`config.mk`:
```
export PLATFORM = sky130hd
export DESIGN_NAME = hostname_substring_classifier_core
export DESIGN_NICKNAME = d
export VERILOG_FILES = /design/src/hsc_pkg.sv /design/src/hostname_substring_classifier_core.sv /design/src/hsc_cell.sv /design/src/hsc_match.sv
export SDC_FILE = /design/constraint.sdc
export NUM_CORES = 1
export LEC_CHECK = 0
export BUFFER_PORTS_ARGS = -buffer_cell sky130_fd_sc_hd__clkbuf_2
export CELL_PAD_IN_SITES_DETAIL_PLACEMENT = 0
export CELL_PAD_IN_SITES_GLOBAL_PLACEMENT = 1
export CORE_MARGIN = 8
export CORE_UTILIZATION = 42
export DETAILED_ROUTE_END_ITERATION = 8
export GPL_TIMING_DRIVEN = 0
export PLACE_DENSITY = 0.67
export REMOVE_ABC_BUFFERS = 1
export SLEW_MARGIN = 0
export SYNTH_ARGS = -nofsm -noshare
export SYNTH_HDL_FRONTEND = slang
export SYNTH_SLANG_ARGS = --single-unit
```
`constraint.sdc`:
```
create_clock -name clk_i -period 4.85 [get_ports clk_i]
set_input_delay 0.7275 -clock clk_i [delete_from_list [all_inputs] [get_ports clk_i]]
set_output_delay 0.7275 -clock clk_i [all_outputs]
set_load 0.02 [all_outputs]
```
`src/hsc_pkg.sv`:
```
// hsc_pkg: shared types, pattern constants and helper functions of the classifier
`timescale 1ns / 1ps
`default_nettype none

package hsc_pkg;

  localparam int unsigned WinLen     = 14;
  localparam int unsigned NumCells   = WinLen - 1;
  localparam int unsigned NumClasses = 12;
  localparam int unsigned NumPat     = 18;

  localparam logic [3:0] CODE_NONE = 4'd12;

  typedef logic [7:0]             byte_t;
  typedef logic [0:WinLen-1][7:0] win_t;
  typedef logic [NumClasses-1:0]  hits_t;
  typedef logic [3:0]             code_t;

  typedef struct packed {
    logic shift;
    logic clear;
  } cell_ctrl_t;

  // patterns aligned to the window tail, zero bytes are wildcards
  localparam win_t PAT_TXT [NumPat] = '{
    112'h00_00_00_00_00_00_00_79_6f_75_74_75_62_65,
    112'h00_00_00_67_6f_6f_67_6c_65_76_69_64_65_6f,
    112'h00_00_00_00_00_00_00_6e_65_74_66_6c_69_78,
    112'h00_00_00_00_00_00_66_61_63_65_62_6f_6f_6b,
    112'h00_00_00_00_00_00_00_00_00_66_62_63_64_6e,
    112'h00_00_00_00_00_69_6e_73_74_61_67_72_61_6d,
    112'h00_00_00_00_00_00_00_00_74_69_6b_74_6f_6b,
    112'h00_00_00_00_00_6d_75_73_69_63_61_6c_6c_79,
    112'h00_00_00_00_00_00_00_74_77_69_74_74_65_72,
    112'h00_00_00_00_00_00_00_00_00_74_77_69_6d_67,
    112'h00_00_00_00_00_00_77_68_61_74_73_61_70_70,
    112'h00_00_00_00_00_00_74_65_6c_65_67_72_61_6d,
    112'h00_00_00_00_00_00_00_00_67_69_74_68_75_62,
    112'h00_00_00_00_00_00_00_00_72_65_64_64_69_74,
    112'h00_00_73_74_65_61_6d_70_6f_77_65_72_65_64,
    112'h73_74_65_61_6d_63_6f_6d_6d_75_6e_69_74_79,
    112'h00_00_00_00_00_00_00_00_67_6f_6f_67_6c_65,
    112'h00_00_00_00_00_00_00_67_73_74_61_74_69_63
  };

  localparam code_t PAT_CLS [NumPat] = '{
    4'd0, 4'd0, 4'd1, 4'd2, 4'd2, 4'd3, 4'd4, 4'd4, 4'd5,
    4'd5, 4'd6, 4'd7, 4'd8, 4'd9, 4'd10, 4'd10, 4'd11, 4'd11
  };

  function automatic byte_t fold_byte(input byte_t c);
    byte_t r;
    r = c;
    if (c >= 8'h41 && c <= 8'h5a) begin
      r = c + 8'h20;
    end
    return r;
  endfunction

  function automatic code_t pick_code(input hits_t h);
    code_t r;
    r = CODE_NONE;
    for (int c = NumClasses - 1; c >= 0; c--) begin
      if (h[c]) begin
        r = code_t'(c);
      end
    end
    return r;
  endfunction

endpackage

`default_nettype wire

```
`src/hostname_substring_classifier_core.sv`:
```
// hostname_substring_classifier_core: byte-serial server name classifier top level
//
//   channel  dir  handshake              payload
//   in       in   in_valid_i/in_stall_o   byte_value_i, byte_present_i, last_byte_i
//   out      out  out_valid_o/out_stall_i class_code_o
//
// a byte per cycle unless stalled; window shift and all compares end in the transfer cycle
// the result of a last byte shows on the output in the cycle after its transfer
// reset clears the window cells, the class flags and the output valid
// input stalls only while a result waits and the output is stalled
`timescale 1ns / 1ps
`default_nettype none

module hostname_substring_classifier_core
  import hsc_pkg::*;
(
  input  wire         clk_i,
  input  wire         rst_ni,
  input  wire         in_valid_i,
  output logic        in_stall_o,
  input  wire  [7:0]  byte_value_i,
  input  wire         byte_present_i,
  input  wire         last_byte_i,
  output logic        out_valid_o,
  input  wire         out_stall_i,
  output logic [3:0]  class_code_o
);

  logic       in_xfer;
  cell_ctrl_t cell_ctrl;
  win_t       win;
  hits_t      new_hits;
  hits_t      hits_all;
  hits_t      hits_d, hits_q;
  logic       out_valid_d, out_valid_q;
  code_t      code_d, code_q;

  assign in_stall_o = out_valid_q & out_stall_i;
  assign in_xfer    = in_valid_i & ~in_stall_o;

  assign cell_ctrl.shift = in_xfer & byte_present_i;
  assign cell_ctrl.clear = in_xfer & last_byte_i;

  assign win[WinLen-1] = fold_byte(byte_value_i);

  for (genvar k = 0; k < NumCells; k++) begin : g_cell
    hsc_cell u_cell (
      .clk_i  (clk_i),
      .rst_ni (rst_ni),
      .ctrl_i (cell_ctrl),
      .d_i    (win[k+1]),
      .q_o    (win[k])
    );
  end

  hsc_match u_match (
    .win_i  (win),
    .hits_o (new_hits)
  );

  assign hits_all = byte_present_i ? (hits_q | new_hits) : hits_q;

  always_comb begin
    hits_d      = hits_q;
    out_valid_d = out_valid_q;
    code_d      = code_q;
    if (out_valid_q && !out_stall_i) begin
      out_valid_d = 1'b0;
    end
    if (in_xfer) begin
      if (last_byte_i) begin
        hits_d      = '0;
        out_valid_d = 1'b1;
        code_d      = pick_code(hits_all);
      end else begin
        hits_d = hits_all;
      end
    end
  end

  always_ff @(posedge clk_i or negedge rst_ni) begin
    if (!rst_ni) begin
      hits_q      <= '0;
      out_valid_q <= 1'b0;
    end else begin
      hits_q      <= hits_d;
      out_valid_q <= out_valid_d;
    end
  end

  always_ff @(posedge clk_i) begin
    code_q <= code_d;
  end

  assign out_valid_o  = out_valid_q;
  assign class_code_o = code_q;

  a_last_gives_result: assert property (@(posedge clk_i) disable iff (!rst_ni)
    in_xfer && last_byte_i |=> out_valid_o && class_code_o <= CODE_NONE)
    else $error("last byte transfer did not produce a valid code");

  a_last_clears_flags: assert property (@(posedge clk_i) disable iff (!rst_ni)
    in_xfer && last_byte_i |=> hits_q == '0 && win[0] == 8'h00 && win[NumCells-1] == 8'h00)
    else $error("flags or window not cleared after name end");

  a_empty_item_holds: assert property (@(posedge clk_i) disable iff (!rst_ni)
    in_xfer && !byte_present_i && !last_byte_i |=> $stable(hits_q) && $stable(win[0]))
    else $error("state changed on an item without a byte");

  a_no_overwrite: assert property (@(posedge clk_i) disable iff (!rst_ni)
    out_valid_q && out_stall_i |-> !in_xfer)
    else $error("transfer accepted while a stalled result waits");

endmodule

`default_nettype wire

```
`src/hsc_cell.sv`:
```
// hsc_cell: one byte slot of the shifting character window
`timescale 1ns / 1ps
`default_nettype none

module hsc_cell
  import hsc_pkg::*;
(
  input  wire             clk_i,
  input  wire             rst_ni,
  input  wire cell_ctrl_t ctrl_i,
  input  wire byte_t      d_i,
  output byte_t           q_o
);

  byte_t char_d, char_q;

  always_comb begin
    char_d = char_q;
    if (ctrl_i.clear) begin
      char_d = '0;
    end else if (ctrl_i.shift) begin
      char_d = d_i;
    end
  end

  always_ff @(posedge clk_i or negedge rst_ni) begin
    if (!rst_ni) begin
      char_q <= '0;
    end else begin
      char_q <= char_d;
    end
  end

  assign q_o = char_q;

endmodule

`default_nettype wire

```
`src/hsc_match.sv`:
```
// hsc_match: compares the window tail against all patterns and returns class hits
`timescale 1ns / 1ps
`default_nettype none

module hsc_match
  import hsc_pkg::*;
(
  input  wire win_t win_i,
  output hits_t     hits_o
);

  logic [NumPat-1:0] pat_hit;

  always_comb begin
    for (int p = 0; p < NumPat; p++) begin
      pat_hit[p] = 1'b1;
      for (int i = 0; i < WinLen; i++) begin
        if (PAT_TXT[p][i] != 8'h00 && PAT_TXT[p][i] != win_i[i]) begin
          pat_hit[p] = 1'b0;
        end
      end
    end
  end

  always_comb begin
    hits_o = '0;
    for (int p = 0; p < NumPat; p++) begin
      if (pat_hit[p]) begin
        hits_o[PAT_CLS[p]] = 1'b1;
      end
    end
  end

endmodule

`default_nettype wire

```
Word-level counts from Yosys, hierarchy flattened
Cells that the tools add are included.
- magnitude comparators: 2
- eq/ne operators: 105
- add/subtract/negate cells: 1
- reductions and logical operators: 8
- bitwise gates (word level): 6
- mux-type cells: 201
- operators with widths (cell ; number):
    $ne 7x8->1 const A ; 105
    $mux 8 ; 27
    $mux 1 ; 162
    $mux 12 ; 2
    $mux 3 ; 5
    $mux 4 ; 3
    $or 12x12->12 ; 1
    $add 8x6->8 const B ; 1
    $ge 8x7->1 const B ; 1
    $le 8x7->1 const B ; 1
    $reduce_or 8->1 ; 1
    $and 1x1->1 ; 4
    $mux 2 ; 2
    $reduce_or 4->1 ; 1
    $logic_and 1x1->1 ; 2
    $reduce_and 2->1 ; 1
    $reduce_bool 2->1 ; 1
    $reduce_or 2->1 ; 1
    $logic_not 1->1 ; 1
    $not 1->1 ; 1
- word-level logic and storage cells: 342
- output and inout bits: 6
- register bits: 121
- input bits: 14

Depth between registers and ports, before layout
Gate-level depths: netlist of the first run.
- word-level depth: 29
- depth in mapped cells: 8
- mapped depth without buffers: 8

By module
Synthesis of the first run repeated with hierarchy kept, for this count alone.
- cell total of the unflattened synthesis: 641
- area, all modules: 6453.7 sq um
- modules (own cells, without submodules) (module ; times used ; cells an instance ; sequential area each (sq um) ; area an instance (sq um)):
    hsc_cell ; 13 ; 26 ; 200.2 ; 325.3
    hsc_match ; 1 ; 203 ; 0.0 ; 1328.8
    hostname_substring_classifier_core ; 1 ; 100 ; 445.4 ; 895.9

Worst setup path after synthesis of the first run
Ideal clock, no wire load.
- path kind: input -> register
- start: input port byte_value_i[5]
- end: register code_q[3], in the netlist class_code_o[3] (data pin)
- path buffers: 0
- data arrival time: 2.263 ns
- stages on the path: 8
- data required time: 4.584 ns
- setup slack: 2.321 ns
- library setup time: 0.266 ns
- path through: ha_1 nor2b_1 o21bai_4 nor4_2 a32oi_1 o21a_1 and2_1 nor4b_1
- cells in the longest elaborated chain, start to end: 10
- elaborated cells on any way between the ends: 50
- classes of those cells: add/sub: 1; order compare: 2; eq/ne: 12; mux: 32; bitwise: 1; reduce/logical: 2
- RTL lines (what ; line ; text):
    start, declared ; hostname_substring_classifier_core.sv:21 ; input wire [7:0] byte_value_i,
    $ge 8x7->1 / $le 8x7->1 (equally long branches) ; hsc_pkg.sv:54 ; if (c >= 8'h41 && c <= 8'h5a) begin
    $logic_and 1x1->1 ; hsc_pkg.sv:54 ;
    $mux 8 * ; hsc_pkg.sv:54 ;
    $ne 7x8->1 ; hsc_match.sv:18 ; if (PAT_TXT[p][i] != 8'h00 && PAT_TXT[p][i] != win_i[i]) begin
    $mux 1 ; hsc_match.sv:18 ;
    $mux 1 ; hsc_match.sv:28 ; if (pat_hit[p]) begin
    $mux 1 / $or 12x12->12 (equally long branches) ; hsc_match.sv:28, hostname_substring_classifier_core.sv:61 ;
    $or 12x12->12 * ; hostname_substring_classifier_core.sv:61 ; assign hits_all = byte_present_i ? (hits_q | new_hits) : hits_q;
    $mux 12 * ; hostname_substring_classifier_core.sv:61 ;
    $reduce_or 8->1 (no source line) / $mux 4 (equally long branches) ; - ;
    end signal, assigned ; hostname_substring_classifier_core.sv:92 ; code_q <= code_d;
    end, declared ; hostname_substring_classifier_core.sv:36 ; code_t code_d, code_q;
Mark *: on every way between the ends. The rest lies on a longest branch, timed or not.
A chain may end at the register's enable or synchronous reset.

Final worst setup path of the first run
- start: register g_cell[11].u_cell.char_q[3]
- end: register code_q[0], in the netlist class_code_o[0] (data pin)
- cells in the longest elaborated chain, start to end: 19
- elaborated cells on any way between the ends: 96
- classes of those cells: eq/ne: 11; mux: 84; bitwise: 1
- RTL lines (what ; line ; text):
    start, declared ; hsc_cell.sv:15 ; byte_t char_d, char_q;
    start signal, assigned ; hsc_cell.sv:30 ; char_q <= char_d;
    $ne 7x8->1 ; hsc_match.sv:18 ;
    $mux 1 (3 in a row) ; hsc_match.sv:18 ;
    $mux 1 (2 in a row) ; hsc_match.sv:28 ;
    $or 12x12->12 * ; hostname_substring_classifier_core.sv:61 ;
    $mux 12 * ; hostname_substring_classifier_core.sv:61 ;
    $mux 3 ; hsc_pkg.sv:64 ; if (h[c]) begin
    $mux 4 (3 in a row) ; hsc_pkg.sv:64 ;
    $mux 3 (4 in a row) ; hsc_pkg.sv:64 ;
    $mux 2 (2 in a row) ; hsc_pkg.sv:64 ;
    $mux 1 ; hsc_pkg.sv:64 ;
Marks and branches as above.

==> results.txt, run 1 <==
----------------------------------------------------
[Outcome]
  Status ... finished, final reports clean

[Place]
  Detailed placement HPWL ... 13.7 mm
  Port Buffer Count ... 19
  Placed instance count ... 736
  Final weighted congestion in routability-driven placement ... 0.948

[Floorplanning]
  Vertical die dimension ... 137 um
  I/O Pins ... 20
  Starting Density ... 0.428
  Core footprint ... 0.0144 sq mm
  Die area ... 0.0188 sq mm
  Number of cell rows ... 44
  Overall die width ... 137 um

[Clock tree]
  Cell at the root of the clock tree ... sky130_fd_sc_hd__clkbuf_16
  Clk Latency, worst-skew pair ... 420 ps
  Setup bufs post-CTS ... 0
  Post-CTS Resized ... 0
  H-tree depth ... 4
  Max Root-Sink Buffers ... 2
  Clock slew at the register clock pins of the worst setup and hold paths ... 60 ps
  TritonCTS buffer count ... 17
  Number of sinks handled by clock tree synthesis ... 121
  TritonCTS clock tree ... built
  Hold buffer count at cts ... 0

[STA]
  Slew HR ... 0.365
  Setup repair after global routing missed its margin ... false
  Final hold slack ... 426 ps
  Ratio of final minimum period to clock period ... 0.650
  Final hold violation count ... 0
  Max Clock Skew ... 8.59 ps
  Total negative setup slack ... 0 ps
  Slew at the pin closest to its max-slew limit ... 950 ps
  Setup violations, final ... 0
  Fin crit period ... 3150 ps
  Number of slew-limit violations in the final report ... 0
  Peak Freq ... 317 MHz

[Global routing]
  GRT Util Overall ... 0.215
  Via count of the first global-routing pass ... 4,847
  Pin count of the biggest net entering global routing ... 118
  Total congestion overflow ... 0
  Global-route wire length before repair ... 30.1 mm
  Antenna violations before repair ... 0

[Power and ir drop]
  Sw frac ... 0.243
  Maximum resistive drop on vdd ... 0.000245 V
  Proportion of power drawn by the clock network ... 0.523
  Leakage power summed over all cells ... 2.94 nW
  P per Cell Area ... 358 mW/mm^2
  Total power ... 2.52 mW
  P_sw ... 0.612 mW
  Cell-internal power ... 1.91 mW
  Fraction of power consumed by combinational cells ... 0.057
  Flop pwr share ... 0.420

[Worst setup path]
  Origin of the worst setup path ... g_cell[11].u_cell.q_o[3]$_DFFE_PN0P_
  Required time of the critical path ... 5090 ps
  Critical Setup Path Class ... register to register
  Reg2reg setup slack ... 1700 ps
  CP startpoint kind ... register
  Worst setup EP type ... register
  Worst Reg-to-Reg Cells ... 7
  Origin of the critical flop-to-flop path ... g_cell[11].u_cell.q_o[3]$_DFFE_PN0P_
  Timing endpoint of the critical path ... class_code_o[0]$_SDFFCE_PP0P_
  Critical-path maximum fanout ... 9
  Capturing point of the worst reg2reg path ... class_code_o[0]$_SDFFCE_PP0P_
  Data arrival time of the critical path ... 3390 ps

[Routing]
  Wire length per cell ... 25.2 um
  Routed vias ... 5,042
  DR DRC count ... 0
  Count of nets left with antenna violations after detail routing ... 0
  Initial DRT Pass Iterations ... 4
  Met2 Routed Length ... 9.05 mm
  Detailed Route Iter0 Violations ... 453
  Detailed-routing wirelength on met1 ... 8.93 mm
  Via/cell ratio ... 6.57
  Total Wirelength ... 19.3 mm
  DR top layer ... met4
  Routed met3 length ... 945 um

[Cells and area]
  Most common cell after layout, fill and taps aside ... sky130_fd_sc_hd__dfrtp_1
  Area of all sequential standard cells ... 0.00305 sq mm
  Leading cell types in the layout, fill and taps excluded ... sky130_fd_sc_hd__dfrtp_1, sky130_fd_sc_hd__a22o_1, sky130_fd_sc_hd__nand2_1
  FILL cells ... 1,334
  Number of nets at the end of the flow ... 586
  Layout overhead on the synthesized area ... 14.2%
  Antenna diode instance count ... 0
  Area used by multi-input combinational logic ... 0.00293 sq mm
  Share of layout cells above drive strength 1 ... 0.144
  Number of non-filler instances in the completed layout ... 767

[Synthesis]
  FF+latch count, synth ... 121
  Most used flip-flop cell after synthesis ... sky130_fd_sc_hd__dfrtp_1
  Number of enable-type register cells in the synthesized netlist ... 4
  Post-synthesis sequential area ratio ... 0.494
  Number of instances in the synthesized netlist ... 570
  Total standard cell area after synthesis ... 0.00617 sq mm
  Share of flip-flops with an asynchronous set or reset ... 0.967
  Distinct cells, synth ... 69
  Total number of yosys warnings ... 0
  Average instance area after synthesis ... 10.8 sq um

[Hold path]
  Type of the tightest min-delay check ... primary input to async pin

[Job]
  Max-capacitance violation count ... 0

----------------------------------------------------
==> power groups by stage <==
stage	registers (mW)	clock network [mW]	logic [mW]
after global placement	1.08	0	0.132
after floorplan	1.07	0	0.0706
after detailed placement	1.08	0	0.144
final	1.06	1.32	0.144
after global routing	1.06	1.40	0.159
after CTS	1.06	1.34	0.144
==> routing by layer <==
| layer | track usage | up-vias |
|---|---|---|
| met5 | 0 | - |
| met4 | 0.0718 | 0 |
| met3 | 0.0503 | 37 |
| met2 | 0.331 | 179 |
| met1 | 0.294 | 2563 |
| li1 | - | 2263 |
==> cell usage after synthesis (3+ instances only) <==
library cell | n | share of area
sky130_fd_sc_hd__nand3_1 | 9 | 0.0073
sky130_fd_sc_hd__buf_2 | 12 | 0.0097
sky130_fd_sc_hd__dfrtp_1 | 117 | 0.47
sky130_fd_sc_hd__inv_1 | 10 | 0.0061
sky130_fd_sc_hd__nor3_1 | 13 | 0.011
sky130_fd_sc_hd__or4_1 | 4 | 0.0049
sky130_fd_sc_hd__nand4b_1 | 16 | 0.023
sky130_fd_sc_hd__edfxtp_1 | 4 | 0.019
sky130_fd_sc_hd__nand4_1 | 28 | 0.028
sky130_fd_sc_hd__and2_1 | 8 | 0.0081
sky130_fd_sc_hd__nand4bb_1 | 6 | 0.011
sky130_fd_sc_hd__clkbuf_1 | 26 | 0.016
sky130_fd_sc_hd__nor4_1 | 24 | 0.024
sky130_fd_sc_hd__nand2_1 | 34 | 0.021
sky130_fd_sc_hd__and4b_1 | 5 | 0.0081
sky130_fd_sc_hd__nor4bb_1 | 7 | 0.011
sky130_fd_sc_hd__nor2_1 | 29 | 0.018
sky130_fd_sc_hd__o21ai_0 | 11 | 0.0089
sky130_fd_sc_hd__and4_1 | 3 | 0.0043
sky130_fd_sc_hd__a21oi_1 | 6 | 0.0049
sky130_fd_sc_hd__and3b_1 | 4 | 0.0057
sky130_fd_sc_hd__nor4b_1 | 7 | 0.0099
sky130_fd_sc_hd__a22o_1 | 99 | 0.14
sky130_fd_sc_hd__nor3b_1 | 5 | 0.0061
sky130_fd_sc_hd__nor2b_1 | 12 | 0.012
sky130_fd_sc_hd__nand2b_1 | 6 | 0.0061
sky130_fd_sc_hd__or3_1 | 4 | 0.0041
sky130_fd_sc_hd__a31oi_1 | 5 | 0.0051
sky130_fd_sc_hd__and4bb_2 | 5 | 0.010
==> critical path, cell delays in order, from the launching register on <==
cell and delay (ps):
sky130_fd_sc_hd__dfrtp_1 490, sky130_fd_sc_hd__nor4b_1 820, sky130_fd_sc_hd__nand4b_1 200, sky130_fd_sc_hd__nor4_1 630, sky130_fd_sc_hd__a31oi_2 300, sky130_fd_sc_hd__o2111ai_2 170, sky130_fd_sc_hd__a41oi_2 70, sky130_fd_sc_hd__a221oi_1 280
==> registers in the layout (all words and copies together) (netlist names) <==
register and cells:
out_valid_o 1, hits_q 12, class_code_o 4, g_cell.u_cell.q_o 104
==> worst min path at each step <==
| stage | startpoint | end | slack, ps |
|---|---|---|---|
| 3_5_place_dp | g_cell[0].u_cell.q_o[4]$_DFFE_PN0P_ | g_cell[0].u_cell.q_o[4]$_DFFE_PN0P_ | 490 |
| 5_1_grt | rst_ni | g_cell[4].u_cell.q_o[6]$_DFFE_PN0P_ | 520 |
| 4_1_cts | rst_ni | g_cell[4].u_cell.q_o[6]$_DFFE_PN0P_ | 490 |
| 3_3_place_gp | g_cell[0].u_cell.q_o[4]$_DFFE_PN0P_ | g_cell[0].u_cell.q_o[4]$_DFFE_PN0P_ | 490 |
| 2_1_floorplan | rst_ni | g_cell[0].u_cell.q_o[0]$_DFFE_PN0P_ | 430 |
| 6_report | rst_ni | g_cell[4].u_cell.q_o[6]$_DFFE_PN0P_ | 430 |
==> per-stage QoR <==
stage          utilization  setup slack (ps)  cell area (sq um)
6_report             0.489              1700               7050
3_5_place_dp         0.446              1650               6430
4_1_cts              0.489              1790               7050
3_3_place_gp         0.439             -2400               6330
2_1_floorplan            -              -133               6000
5_1_grt              0.489              1610               7050
==> cells by family after synthesis <==
family	Yosys count	synth area share
AOI/OAI and AO/OA	149	0.207
adders and majority gates	1	0.00203
buffers and inverters	51	0.0341
DFF	121	0.494
and+or+nand+nor	248	0.263
==> cell type report <==
class | count | share of cell area
Clock inverter | 12 | 0.0231
Multi-Input combinational cell | 398 | 0.416
Sequential cell | 121 | 0.432
Tap cell | 184 | 0.0327
Timing Repair Buffer | 23 | 0.0261
Clock buffer | 19 | 0.0643
Inverter | 10 | 0.00532
(Power assumes the default switching activity.)
==> run 2, diff against run 1 <==
--- a/config.mk
+++ b/config.mk
@@ -5,6 +5,7 @@
 export SDC_FILE = /design/constraint.sdc
 export NUM_CORES = 1
 export LEC_CHECK = 0
+export ABC_AREA = 1
 export BUFFER_PORTS_ARGS = -buffer_cell sky130_fd_sc_hd__clkbuf_2
 export CELL_PAD_IN_SITES_DETAIL_PLACEMENT = 0
 export CELL_PAD_IN_SITES_GLOBAL_PLACEMENT = 1
@@ -12,7 +13,7 @@
 export CORE_UTILIZATION = 42
 export DETAILED_ROUTE_END_ITERATION = 8
 export GPL_TIMING_DRIVEN = 0
-export PLACE_DENSITY = 0.67
+export PLACE_DENSITY = 0.71
 export REMOVE_ABC_BUFFERS = 1
 export SLEW_MARGIN = 0
 export SYNTH_ARGS = -nofsm -noshare
==> constraint.sdc (replaced) <==
create_clock -name clk_i -period 3.2 [get_ports clk_i]
set_input_delay 0.48 -clock clk_i [delete_from_list [all_inputs] [get_ports clk_i]]
set_output_delay 0.48 -clock clk_i [all_outputs]
set_load 0.02 [all_outputs]
==> run 2 against run 1 <==
Compared with the run above:
- cell count grew 31%
- maximum frequency grew 4.1%
- first-iteration DRC count grew 4.0%
- critical endpoint is now class_code_o[1]$_SDFFCE_PP0P_
- highest routed layer unchanged
==> results.txt, run 2 <==
----------------------------------------------------
[Outcome]
  Status ... finished, final reports clean

[Routing]
  Wire length per cell ... 19.6 um
  Initial DRT Pass Iterations ... 6
  DR DRC count ... 0
  Via/cell ratio ... 5.59
  Detailed Route Iter0 Violations ... 471
  Routed vias ... 5,637
  Count of nets left with antenna violations after detail routing ... 0
  Total Wirelength ... 19.7 mm

[Place]
  Placed instance count ... 976
  Placement-stage cell area ... 0.00659 sq mm
  Detailed placement HPWL ... 15.2 mm
  Final weighted congestion in routability-driven placement ... 0.999
  Port Buffer Count ... 19

[Synthesis]
  Post-synthesis sequential area ratio ... 0.488
  Biggest area contributors in the synthesized netlist ... sky130_fd_sc_hd__dfrtp_1, sky130_fd_sc_hd__o22ai_1, sky130_fd_sc_hd__inv_1
  Area share of the largest cell type after synthesis ... 0.468
  Number of instances in the synthesized netlist ... 792
  Number of enable-type register cells in the synthesized netlist ... 4
  Total standard cell area after synthesis ... 0.00625 sq mm
  FF+latch count, synth ... 121
  Share of flip-flops with an asynchronous set or reset ... 0.967
  Top cells by count, synth ... sky130_fd_sc_hd__inv_1, sky130_fd_sc_hd__dfrtp_1, sky130_fd_sc_hd__nand2_1
  Distinct cells, synth ... 34
  Total number of yosys warnings ... 0
  Most used flip-flop cell after synthesis ... sky130_fd_sc_hd__dfrtp_1
  Top-count cell post-synth ... sky130_fd_sc_hd__inv_1
  Cell type contributing the most total cell area after synthesis ... sky130_fd_sc_hd__dfrtp_1
  Average instance area after synthesis ... 7.89 sq um

[Floorplanning]
  Die area ... 0.0190 sq mm
  Core footprint ... 0.0145 sq mm
  I/O Pins ... 20
  Vertical die dimension ... 138 um
  Overall die width ... 138 um
  Starting Density ... 0.430
  Number of cell rows ... 44

[STA]
  Ratio of final minimum period to clock period ... 0.946
  Number of slew-limit violations in the final report ... 0
  Max Clock Skew ... 9.69 ps
  Slew HR ... 0.389
  Setup repair after global routing missed its margin ... false
  Final hold violation count ... 0
  Setup violations, final ... 0
  Final hold slack ... 197 ps
  Peak Freq ... 330 MHz
  Slew at the pin closest to its max-slew limit ... 917 ps
  Fin crit period ... 3030 ps

[Worst setup path]
  Critical-path maximum fanout ... 3
  Required time of the critical path ... 3350 ps
  Data arrival time of the critical path ... 3170 ps
  CP startpoint kind ... register
  Worst setup EP type ... register
  Critical Setup Path Class ... register to register

[Cells and area]
  FILL cells ... 1,466
  Share of layout cells above drive strength 1 ... 0.106
  Leading cell types in the layout, fill and taps excluded ... sky130_fd_sc_hd__inv_1, sky130_fd_sc_hd__dfrtp_1, sky130_fd_sc_hd__nand2_1
  Final core utilization ... 0.495
  Post-route cell area ... 0.00719 sq mm
  Antenna diode instance count ... 0
  Number of nets at the end of the flow ... 826
  Most common cell after layout, fill and taps aside ... sky130_fd_sc_hd__inv_1
  Layout overhead on the synthesized area ... 15.1%
  Largest register FFs ... 104
  Number of non-filler instances in the completed layout ... 1,008

[Power and ir drop]
  Total power ... 4.69 mW
  Maximum resistive drop on vdd ... 0.000353 V
  P per Cell Area ... 651 mW/mm^2
  Leakage power summed over all cells ... 2.99 nW

[Global routing]
  Global-route wire length before repair ... 31.0 mm
  Total congestion overflow ... 0
  Pin count of the biggest net entering global routing ... 118
  GRT Util Overall ... 0.218
  Via count of the first global-routing pass ... 5,444
  Antenna violations before repair ... 0

[Clock tree]
  H-tree depth ... 4
  Clock slew at the register clock pins of the worst setup and hold paths ... 60 ps
  Cell at the root of the clock tree ... sky130_fd_sc_hd__clkbuf_16
  TritonCTS clock tree ... built
  Max Root-Sink Buffers ... 2
  Number of sinks handled by clock tree synthesis ... 121
  TritonCTS buffer count ... 17
  Setup bufs post-CTS ... 0
  Clk Latency, worst-skew pair ... 420 ps

[Job]
  Max-capacitance violation count ... 0

[Hold path]
  Type of the tightest min-delay check ... primary input to async pin

----------------------------------------------------
[run 2: cell families after synthesis]
kind of cell,Yosys count,share of synthesized area
AND/OR/NAND/NOR,364,0.272
buffers and inverters,179,0.110
AO/OA/AOI/OAI,127,0.129
flip-flops,121,0.488
adder cells (fa/ha/maj),1,0.00200
[run 2: critical path, stage by stage, from the launching register on]
cell                       delay [ps]
sky130_fd_sc_hd__dfrtp_1          380
sky130_fd_sc_hd__inv_1             90
sky130_fd_sc_hd__nand2_1           60
sky130_fd_sc_hd__nor2_1           240
sky130_fd_sc_hd__inv_1            150
sky130_fd_sc_hd__nor2_2           210
sky130_fd_sc_hd__inv_1             80
sky130_fd_sc_hd__nor4_1           500
sky130_fd_sc_hd__nand4_1          280
sky130_fd_sc_hd__o41ai_2          280
sky130_fd_sc_hd__nand2_1          160
sky130_fd_sc_hd__nand2_1          150
sky130_fd_sc_hd__nor2_1            70
sky130_fd_sc_hd__a21boi_1         120
[run 2: path summary, 6_finish.rpt]
check | from | to | slack [ps] | depth (start not counted)
max | g_cell[8].u_cell.q_o[4]$_DFFE_PN0P_ | class_code_o[1]$_SDFFCE_PP0P_ | 170 | 13
min reg2reg | hits_q[6]$_DFFE_PN0P_ | hits_q[6]$_DFFE_PN0P_ | 530 | 2
max reg2reg | g_cell[8].u_cell.q_o[4]$_DFFE_PN0P_ | class_code_o[1]$_SDFFCE_PP0P_ | 170 | 13
min | rst_ni | g_cell[0].u_cell.q_o[3]$_DFFE_PN0P_ | 200 | 1
min in group clk_i | out_stall_i | out_valid_o$_DFF_PN0_ | 310 | 3
max in group asynchronous | rst_ni | g_cell[11].u_cell.q_o[0]$_DFFE_PN0P_ | 2380 | 1
[run 2: through the flow]
step / setup WS, ps / setup TNS (ps)
after floorplan: -5130 / -530400
after global placement: -10470 / -1082160
after detailed placement: -79.2 / -3650
after CTS: 105 / 0
after global routing: 19.6 / 0
final: 172 / 0
[run 2: repair_timing]
item / CTS / global route
endpoints found under the setup margin: 0 / 90
hold buffers: 0 / 0
resized for setup: 0 / 1
[run 2: layout make-up]
| cell class | count | area, sq um | area share |
|---|---|---|---|
| well taps | 184 | 230 | 0.0320 |
| flip-flops and latches | 121 | 3050 | 0.424 |
| multi-input cells | 492 | 2540 | 0.353 |
| repair buffers | 23 | 191 | 0.0266 |
| clock buffers | 20 | 457 | 0.0635 |
| clock inverters | 12 | 141 | 0.0197 |
| inverters | 156 | 588 | 0.0817 |
[run 2: power breakdown]
group / switching [mW] / internal [mW] / leakage [nW]
Clock: 0.721 / 1.20 / 0.281
Sequential: 0.194 / 1.77 / 1.62
Combinational: 0.562 / 0.248 / 1.09
Total: 1.48 / 3.21 / 2.99
[run 2: routing by layer]
metal,part of all wire,global-route usage
met2,0.45,0.320
met5,0,0
met1,0.48,0.311
met3,0.049,0.0409
met4,0.021,0.0842
==> run 3, diff against run 2 <==
--- a/config.mk
+++ b/config.mk
@@ -13,9 +13,10 @@
 export CORE_UTILIZATION = 42
 export DETAILED_ROUTE_END_ITERATION = 8
 export GPL_TIMING_DRIVEN = 0
-export PLACE_DENSITY = 0.71
+export PLACE_DENSITY = 0.72
 export REMOVE_ABC_BUFFERS = 1
 export SLEW_MARGIN = 0
 export SYNTH_ARGS = -nofsm -noshare
 export SYNTH_HDL_FRONTEND = slang
+export SYNTH_HIERARCHICAL = 1
 export SYNTH_SLANG_ARGS = --single-unit
==> run 3 against run 2 <==
Compared with the run above:
- area after synthesis up 18%
- maximum frequency up 11%
- combinational power down 55%
- final area up 17%
- clock-buffer cell count up 3
- largest power group is now the clock network
==> results.txt, run 3 <==
----------------------------------------------------
[Clock tree]
  Clock slew at the register clock pins of the worst setup and hold paths ... 60 ps
  TritonCTS buffer count ... 17
  Max Root-Sink Buffers ... 2
  TritonCTS clock tree ... built
  H-tree depth ... 4
  Setup bufs post-CTS ... 0
  Number of sinks handled by clock tree synthesis ... 121
  Cell at the root of the clock tree ... sky130_fd_sc_hd__clkbuf_16
  Clk Latency, worst-skew pair ... 420 ps

[STA]
  Fin crit period ... 2730 ps
  Final hold slack ... 320 ps
  Setup repair after global routing missed its margin ... false
  Slew HR ... 0.582
  Max Clock Skew ... 6.75 ps
  Final hold violation count ... 0
  Number of slew-limit violations in the final report ... 0
  Peak Freq ... 366 MHz
  Total negative setup slack ... 0 ps
  Ratio of final minimum period to clock period ... 0.853
  Final critical-path setup slack ... 470 ps
  Setup violations, final ... 0
  Slew at the pin closest to its max-slew limit ... 622 ps

[Worst setup path]
  Worst Reg-to-Reg Cells ... 15
  Critical Path, Cell by Cell ... clkbuf_2 > nor3_1 > nand2_1 > o211ai_1 > nor2_1 > nor2_1 > inv_1 > nor2_1 > nand2_1 > nor2_1 > nand4_1 > nor3_1 > a21oi_4 > nand2_1 > nand2_1 > nand2_1 > nand2_1 > nand2_1 > nand2_1 > nand2_1 > a21oi_2
  Worst setup EP type ... register
  Capturing point of the worst reg2reg path ... class_code_o[0]$_SDFFCE_PN0P_
  CP startpoint kind ... primary input
  Critical path depth ... 21
  Data arrival time of the critical path ... 2900 ps
  Critical-path maximum fanout ... 7
  Critical path's top delay family ... simple AND/OR/NAND/NOR gates
  Required time of the critical path ... 3370 ps
  Reg2reg setup slack ... 580 ps
  Crit path largest cell delay ... 510 ps
  Most frequent cell on the critical path ... sky130_fd_sc_hd__nand2_1
  Slowest stage cell on the critical path ... sky130_fd_sc_hd__nor3_1
  Origin of the worst setup path ... byte_value_i[3]
  Origin of the critical flop-to-flop path ... g_cell[11].u_cell/q_o[6]$_DFFE_PN0P_
  Crit path buffers/inverters ... 2
  Critical Setup Path Class ... primary input to register

[Floorplanning]
  I/O Pins ... 20
  Number of cell rows ... 48
  Core footprint ... 0.0172 sq mm
  Die area ... 0.0221 sq mm
  Starting Density ... 0.429
  Overall die width ... 149 um
  Vertical die dimension ... 149 um

[Synthesis]
  Biggest area contributors in the synthesized netlist ... sky130_fd_sc_hd__dfrtp_1, sky130_fd_sc_hd__nand2_1, sky130_fd_sc_hd__nand3_1
  Total number of yosys warnings ... 6
  Most used flip-flop cell after synthesis ... sky130_fd_sc_hd__dfrtp_1
  Number of enable-type register cells in the synthesized netlist ... 4
  Total standard cell area after synthesis ... 0.00740 sq mm
  Distinct cells, synth ... 30
  Number of instances in the synthesized netlist ... 1,055
  FF+latch count, synth ... 121
  Area share of the largest cell type after synthesis ... 0.396
  Share of flip-flops with an asynchronous set or reset ... 0.967
  Top cells by count, synth ... sky130_fd_sc_hd__nand2_1, sky130_fd_sc_hd__nor2_1, sky130_fd_sc_hd__nand3_1
  Top-count cell post-synth ... sky130_fd_sc_hd__nand2_1
  Cell type contributing the most total cell area after synthesis ... sky130_fd_sc_hd__dfrtp_1
  Post-synthesis sequential area ratio ... 0.412
  Average instance area after synthesis ... 7.01 sq um

[Outcome]
  Status ... finished, final reports clean

[Global routing]
  Via count of the first global-routing pass ... 6,726
  Pin count of the biggest net entering global routing ... 84
  Total congestion overflow ... 0
  GRT Util Overall ... 0.209
  Antenna violations before repair ... 0
  Global-route wire length before repair ... 36.2 mm

[Routing]
  Total Wirelength ... 21.4 mm
  Count of nets left with antenna violations after detail routing ... 0
  Wire length per cell ... 16.2 um
  Routed vias ... 6,607
  DR DRC count ... 0
  Initial DRT Pass Iterations ... 5
  Detailed Route Iter0 Violations ... 528
  Via/cell ratio ... 5.00

[Hold path]
  Hold Path Cell Cnt ... 3
  Type of the tightest min-delay check ... primary input to register
  Hold path endpoint ... out_valid_o$_DFF_PN0_
  Critical hold path startpoint ... out_stall_i

[Cells and area]
  Layout overhead on the synthesized area ... 13.3%
  Leading cell types in the layout, fill and taps excluded ... sky130_fd_sc_hd__nand2_1, sky130_fd_sc_hd__nor2_1, sky130_fd_sc_hd__nand3_1
  Largest register FFs ... 104
  Antenna diode instance count ... 0
  FILL cells ... 1,787
  Final core utilization ... 0.486
  Number of nets at the end of the flow ... 1,099
  Share of layout cells above drive strength 1 ... 0.123
  Most common cell after layout, fill and taps aside ... sky130_fd_sc_hd__nand2_1

[Place]
  Final weighted congestion in routability-driven placement ... 0.905
  DP Worst Slack ... -45.6 ps
  Port Buffer Count ... 19
  Detailed placement HPWL ... 16.6 mm

[Power and ir drop]
  Leakage power summed over all cells ... 4.05 nW
  P per Cell Area ... 471 mW/mm^2
  Maximum resistive drop on vdd ... 0.000450 V

[Job]
  Max-capacitance violation count ... 0

----------------------------------------------------
## run 3: changes by cell type after synthesis, moves of 8 or more
cell | previous run | this run
sky130_fd_sc_hd__nor2_8 | 0 | 13
sky130_fd_sc_hd__inv_2 | 5 | 25
sky130_fd_sc_hd__buf_6 | 0 | 14
sky130_fd_sc_hd__nor4_1 | 19 | 1
sky130_fd_sc_hd__inv_1 | 149 | 105
sky130_fd_sc_hd__nand4_1 | 36 | 28
sky130_fd_sc_hd__o22ai_1 | 103 | 0
sky130_fd_sc_hd__clkbuf_1 | 15 | 0
sky130_fd_sc_hd__nand2_1 | 113 | 368
sky130_fd_sc_hd__nand3_1 | 39 | 139
sky130_fd_sc_hd__nor2_1 | 109 | 149
## run 3: cells by family (layout without fill, tap and decap cells)
logic type | Yosys count | count (layout) | share of synthesized area
AND/OR/NAND/NOR | 760 | 760 | 0.473
AO/OA/AOI/OAI | 27 | 27 | 0.0247
adder cells (fa/ha/maj) | 1 | 1 | 0.00169
buffers and inverters | 146 | 188 | 0.0886
flip-flops | 121 | 121 | 0.412
## run 3: per-stage QoR
step / total power [mW] / instances / cell area [sq um]
floorplan: 1.89 / 1039 / 7230
global placement: 2.03 / 1283 / 7610
detailed placement: 2.03 / 1289 / 7770
CTS: 3.99 / 1322 / 8380
global route: 4.12 / 1322 / 8380
finish: 3.95 / 1322 / 8380
## run 3: what timing repair did
item	CTS	global route
endpoints found under the hold margin	34	0
resized for setup	0	1
endpoints found under the setup margin	0	1
hold buffers	1	0
## run 3: cell type report
type | count | area (sq um) | share of cell area
clock buffers | 23 | 488 | 0.0582
clock inverters | 9 | 114 | 0.0136
inverters | 130 | 490 | 0.0585
multi-input cells | 788 | 3700 | 0.442
flip-flops and latches | 121 | 3050 | 0.364
well taps | 225 | 282 | 0.0336
repair buffers | 26 | 256 | 0.0306
## run 3: metal layers
layer,global-route usage,part of all wire,wire length [um],up-vias
met5,0,0,0,-
met3,0.0356,0.045,975,23
met2,0.356,0.49,10400,140
met1,0.267,0.45,9690,3040
li1,-,-,-,3404
met4,0.0617,0.016,347,0
## run 3: power breakdown
group	switching (mW)	internal (mW)	leakage, nW
combinational	0.264	0.104	2.11
sequential	0.0567	1.57	1.66
clock	0.718	1.23	0.286
## run 3: tightest hold or removal path, stage by stage
cell and delay, ps:
sky130_fd_sc_hd__clkbuf_2 80, sky130_fd_sc_hd__nand2_1 70, sky130_fd_sc_hd__nand2_1 80
## run 3: worst max-delay path by stage
stage / end / slack, ps
floorplan: g_cell[0].u_cell/q_o[0]$_DFFE_PN0P_ / -3990
global placement: g_cell[10].u_cell/q_o[7]$_DFFE_PN0P_ / -6850
detailed placement: class_code_o[0]$_SDFFCE_PN0P_ / -50
CTS: class_code_o[0]$_SDFFCE_PN0P_ / 400
global route: class_code_o[0]$_SDFFCE_PN0P_ / 130
finish: class_code_o[0]$_SDFFCE_PN0P_ / 470
